File: config.mk
export PLATFORM = sky130hd
export DESIGN_NAME = lerc_ctrl
export DESIGN_NICKNAME = d
export VERILOG_FILES = /design/src/lerc_pkg.sv /design/src/lerc_ctrl.sv
export SDC_FILE = /design/constraint.sdc
export NUM_CORES = 1
export LEC_CHECK = 0
export BUFFER_PORTS_ARGS = -buffer_cell sky130_fd_sc_hd__buf_2
export CORE_AREA = 2 2 39 41
export DETAILED_ROUTE_END_ITERATION = 16
export DIE_AREA = 0 0 41 43
export SETUP_SLACK_MARGIN = 0.05
export SYNTH_ARGS = -nofsm -noshare
export SYNTH_HDL_FRONTEND = slang
export SYNTH_SLANG_ARGS = --single-unit
File: constraint.sdc
create_clock -name clk -period 1.4 [get_ports clk]
set_input_delay 0.21 -clock clk [delete_from_list [all_inputs] [get_ports clk]]
set_output_delay 0.21 -clock clk [all_outputs]
set_load 0.01 [all_outputs]
File: src/lerc_pkg.sv
`timescale 1ns / 1ps

package lerc_pkg;

	localparam int DEPTH = 1024;
	localparam int PTR_W = $clog2(DEPTH);
	localparam int CNT_W = PTR_W + 1;
	localparam int IDX_W = 48;
	localparam int TERM_W = 32;
	localparam int ID_W = 32;
	localparam int KIND_W = 8;
	localparam int ADDR_W = 4;
	localparam int DATA_W = 64;

	localparam logic [2:0] MODE_APPEND    = 3'd0;
	localparam logic [2:0] MODE_DROP_TAIL = 3'd1;
	localparam logic [2:0] MODE_DROP_HEAD = 3'd2;
	localparam logic [2:0] MODE_READ      = 3'd3;
	localparam logic [2:0] MODE_MARK      = 3'd4;

	localparam logic [2:0] STS_OK       = 3'd0;
	localparam logic [2:0] STS_FULL     = 3'd1;
	localparam logic [2:0] STS_EMPTY    = 3'd2;
	localparam logic [2:0] STS_NOT_HELD = 3'd3;
	localparam logic [2:0] STS_BAD_MARK = 3'd4;

	localparam logic [ADDR_W-4:0] REG_START_INDEX = '0;

	typedef struct packed {
		logic [2:0]        mode;
		logic [IDX_W-1:0]  log_index;
		logic [TERM_W-1:0] entry_term;
		logic [ID_W-1:0]   entry_id;
		logic [KIND_W-1:0] entry_kind;
	} req_t;

	typedef struct packed {
		logic [2:0]        status;
		logic [TERM_W-1:0] read_term;
		logic [ID_W-1:0]   read_id;
		logic [KIND_W-1:0] read_kind;
		logic [CNT_W-1:0]  entry_count;
		logic [IDX_W-1:0]  first_index;
		logic [IDX_W-1:0]  last_index;
		logic [IDX_W-1:0]  mark_index;
	} rsp_t;

	typedef struct packed {
		logic [TERM_W-1:0] term;
		logic [ID_W-1:0]   id;
		logic [KIND_W-1:0] kind;
	} entry_t;

	typedef struct packed {
		logic take;
		logic check;
		logic apply;
		logic load;
	} ctl_cmd_t;

	typedef struct packed {
		logic out_free;
	} ctl_stat_t;

endpackage

File: src/lerc_ctrl.sv
`timescale 1ns / 1ps

module lerc_ctrl (
	input  logic                clk,
	input  logic                arst_n,
	input  logic                req_valid,
	output logic                req_ready,
	input  lerc_pkg::ctl_stat_t stat,
	output lerc_pkg::ctl_cmd_t  cmd
);

	typedef enum logic [1:0] {
		IDLE,
		CHECK,
		APPLY,
		WB
	} state_t;

	state_t state_q;

	always_ff @(posedge clk or negedge arst_n) begin
		if (!arst_n) begin
			state_q <= IDLE;
		end else begin
			case (state_q)
				IDLE: begin
					if (req_valid) begin
						state_q <= CHECK;
					end
				end
				CHECK: state_q <= APPLY;
				APPLY: state_q <= WB;
				WB: begin
					if (stat.out_free) begin
						state_q <= IDLE;
					end
				end
				default: state_q <= IDLE;
			endcase
		end
	end

	assign req_ready = (state_q == IDLE);

	always_comb begin
		cmd.take  = (state_q == IDLE) && req_valid;
		cmd.check = (state_q == CHECK);
		cmd.apply = (state_q == APPLY);
		cmd.load  = (state_q == WB) && stat.out_free;
	end

endmodule

**Word level (Yosys, flattened, before mapping)**

Index checks and enable logic that the tools add are counted.

- RAM bits: 0
- Input bits: 4
- Register bits: 2
- Logic and storage cells: 13
- Memories kept: 0
- Latch bits: 0
- Output and inout port bits: 5
- Memory bits (read-only): 0

- Order comparisons: 0
- Div/mod/pow operators: 0
- Bitwise logic cells: 0
- Add/sub/neg operators: 0
- Reductions and logical operators: 4
- Mux-type cells: 3
- Equal/unequal tests: 5
- Shift-type cells: 0
- Multipliers: 0

Operators with widths:

| cell | number |
|---|---|
| $pmux 2 s4 | 1 |
| $eq 2x2->1 const B | 2 |
| $mux 2 | 2 |
| $ne 2x2->1 const B | 2 |
| $eq 2x1->1 const B | 1 |
| $logic_and 1x1->1 | 2 |
| $logic_not 2->1 | 1 |
| $reduce_and 2->1 | 1 |

**Longest topological paths before layout**

- Word-level depth: 3
- Depth in mapped cells: 4
- Mapped depth without buffers: 4

**Worst setup path after synthesis**

No wires, ideal clock.

- Path type: register to register
- Start point: register state_q[0]
- End point: register state_q[1]
- Arrival: 1.158 ns
- Slack: 0.117 ns
- Cell stages (with the launch flop): 5
- Buffers on the path: 0
- Data required time: 1.275 ns
- Setup time: 0.125 ns
- Clock period less this slack: 1.283 ns
- Path through: dfrtp_1 inv_1 ha_1 a21oi_2 mux2_4

- Word-level cells in the longest chain between the ends: 3
- Elaborated cells on any way between the ends: 8
- Classes of those cells: 5 x eq/ne; 1 x mux; 2 x reduce/logical

Ends and longest elaborated chain:

| item | line | text |
|---|---|---|
| from (decl) | lerc_ctrl.sv:19 | `state_t state_q;` |
| from (signal assigned) | lerc_ctrl.sv:23 | `state_q <= IDLE;` |
| from (signal assigned) | lerc_ctrl.sv:28 | `state_q <= CHECK;` |
| from (signal assigned) | lerc_ctrl.sv:31 | `CHECK: state_q <= APPLY;` |
| $logic_not 2->1 * | -- |  |
| net req_ready | lerc_ctrl.sv:7 | `output logic req_ready,` |
| $ne 2x2->1 (no line) | -- |  |
| $reduce_and 2->1 (no line) | -- |  |

The timed path passes the listed nets; every way through them passes the cells marked *.
A chain may end at the register's enable or synchronous reset.

==> impl_metrics.csv <==
group,metric,value,unit
critical_path,path_class,"reg2out",
layout,stdcell_area,332,um2
timing,rsz0062_at_grt,"yes",
timing,slew_headroom,0.893,
critical_path,critical_path.endpoint_type,"output pin",
grt,grt_pass1_vias,181,
layout,largest_register_ffs,2,
grt,grt_max_degree,5,
synth,synth.avg_cell_area,11.6,um2
timing,setup_tns,0,ns
critical_path,crit_fanout,4,
placement,port_buffers,8,
pwr,p_int,495,uW
layout,register_area,50.0,um2
layout,fillers,148,
clock_network,clk_latency,0.23,ns
layout,area_growth,90.6,%
clock_network,clk_pin_slew,0.03,ns
synth,syn-num-nets,23,
synth,ys_ff_latch,2,
critical_path,cp_data_arrival_time,1.13,ns
route,via_per_inst,3.47,
pwr,leakage,0.000171,uW
placement,place_congestion,0.587,
critical_path,crit_path_start_kind,"flop",
layout,largest-register,"state_q",
timing,fin_skew,0.0000432,ns
synth,synth_area,174,um2
synth,yosysSeqAreaShare,0.288,
pwr,sequentialPowerShare,0.171,
clock_network,cts_made_buffers,3,
floorplanning,std_cell_rows,14,
grt,grt_antenna_before_repair,0,
grt,grt-ovfl-total,0,
layout,fin_nets,41,
synth,ys_types,9,
critical_path,r2r_end,"state_q[1]",
pwr,power.share.clock,0.173,
floorplanning,core,1380,um2
pwr,p_sw,262,uW
route,drtAntennaViolNets,0,
layout,largestRegisters,"state_q x2",
route,dr.first_iter.drc_count,0,
clock_network,root_buffer,"clkbuf_4",
synth,ys.warnings.count,0,
timing,min_period,1.34,ns
placement,pre_cts_ws,0.0814,ns
synth,synth.area.top_cells,"dfrtp_1 (29%), ha_1 (29%), mux2_4 (8.6%), nor2b_4 (7.9%), inv_1 (6.5%)",
clock_network,cts_tree,"done",
route,via_count,163,
placement,post_dp_cell_area,234,um2
pwr,ir_drop,475,uV
layout,multi_input_area,131,um2
layout,diodes,0,
timing,worstMarginPinSlew,0.161,ns
floorplanning,die_area,1760,um2
route,drt_wl_total,388,um
min_path,min_path_type,"in2async",
layout,drive_above_1_share,0.806,
floorplanning,initial_utilization,0.126,
route,firstDrtPassIters,1,
timing,fmax,748,MHz
timing,finalSetupViolations,0,
critical_path,rr_worst_depth,4,
placement,dp_hpwl,259,um
timing,hold_viol,0,
clock_network,clockBufferDepth,2,
route,drc,0,
timing,maxSlewViolCount,0,
critical_path,r2r_setup_slack,0.10,ns
floorplanning,die_y,43,um
grt,grt_pass1_wl,634,um
clock_network,clkSinkCount,2,
synth,synth_top_area_cell,"dfrtp_1",
grt,track_usage,0.0622,
timing,layout_worst_path_cycle_share,0.955,
pwr,switching_share,0.346,
clock_network,htreeDepth,1,
job,maxCapViolations,0,
route,wl_per_cell,8.26,um
pwr,combinationalPowerShare,0.655,
timing,timing.hold.ws,0.297,ns
outcome,status,"finished, final reports clean",
critical_path,cp.required,1.19,ns
synth,synth_top_area_frac,0.288,
pwr,powerDensity,2280,nW/um2
floorplanning,die_x,41,um
critical_path,r2r-start,"state_q[1]",
floorplanning,pin_count,9,
synth,synth_cells,15,
timing,fin_ws,0.0630,ns
==> cell type report <==
cell class,instances,area share
clock buffers,3,0.0679
inverters,3,0.0340
multi-input cells,10,0.396
flip-flops and latches,2,0.151
well taps,16,0.0604
repair buffers,13,0.291
==> metal layers <==
layer  vias up  track usage  routed length (um)
li1         80            -                   -
met1        75       0.0417                 136
met2         6       0.0875                 213
met3         2       0.0314                  23
met4         0        0.100                  15
met5         -            0                   0
==> cells in the mapped netlist <==
| cell type | n |
|---|---|
| ha_1 | 4 |
| a21oi_2 | 1 |
| nor2b_4 | 1 |
| and2_1 | 1 |
| inv_1 | 3 |
| dfrtp_1 | 2 |
| o32a_2 | 1 |
| and2_2 | 1 |
| mux2_4 | 1 |
==> power by group through the flow <==
stage	clock, uW	combinational (uW)	sequential [uW]
3_5_place_dp	0	334	127
5_1_grt	150	547	135
6_report	131	496	129
3_3_place_gp	0	332	125
4_1_cts	141	426	127
2_1_floorplan	0	252	117
==> how the worst max path moves through the flow <==
| stage | slack, ns | from | end | depth (start not counted) |
|---|---|---|---|---|
| global route | 0.02 | state_q[1] | cmd[3] | 4 |
| CTS | 0.04 | state_q[1] | cmd[3] | 4 |
| finish | 0.06 | state_q[1] | cmd[3] | 4 |
| global placement | 0.08 | state_q[0] | state_q[1] | 4 |
| floorplan | 0.12 | state_q[0] | state_q[1] | 4 |
| detailed placement | 0.08 | state_q[0] | state_q[1] | 4 |
==> worst max-delay path: stages, from the launching register on <==
cell	delay, ns
dfrtp_1	0.40
inv_2	0.08
ha_4	0.17
and2_4	0.13
buf_6	0.11
==> stage by stage <==
step	power, uW	std cells	utilization
after floorplan	369	15	-
after global placement	457	39	0.169
after detailed placement	461	39	0.169
after CTS	694	45	0.214
after global routing	832	47	0.240
final	757	47	0.240
==> placed cells by master (no fill, tap or decap) <==
cell type,count
a21oi_2,1
and2_4,2
buf_2,6
buf_4,3
buf_6,3
clkbuf_4,3
dfrtp_1,2
dlygate4sd3_1,1
ha_1,2
ha_2,1
ha_4,1
inv_1,1
inv_2,2
mux2_4,1
nor2b_4,1
o32a_2,1
==> cells by family (layout without fill, tap and decap cells) <==
logic type,count (synthesis),count (layout),share of synthesized area
adder cells (fa/ha/maj),4,4,0.288
AO/OA/AOI/OAI,2,2,0.115
multiplexers,1,1,0.0863
buffers and inverters,3,19,0.0647
AND/OR/NAND/NOR,3,3,0.158
flip-flops,2,2,0.288
==> timing repair <==
item                       in CTS  in global routing
buffers inserted                2                  2
setup endpoints to repair       2                  4
hold buffers                    1                  0
hold endpoints to repair        2                  0
gates resized for setup         5                  5
pin swaps                       0                  1
Power figures use the tool's default switching activity.
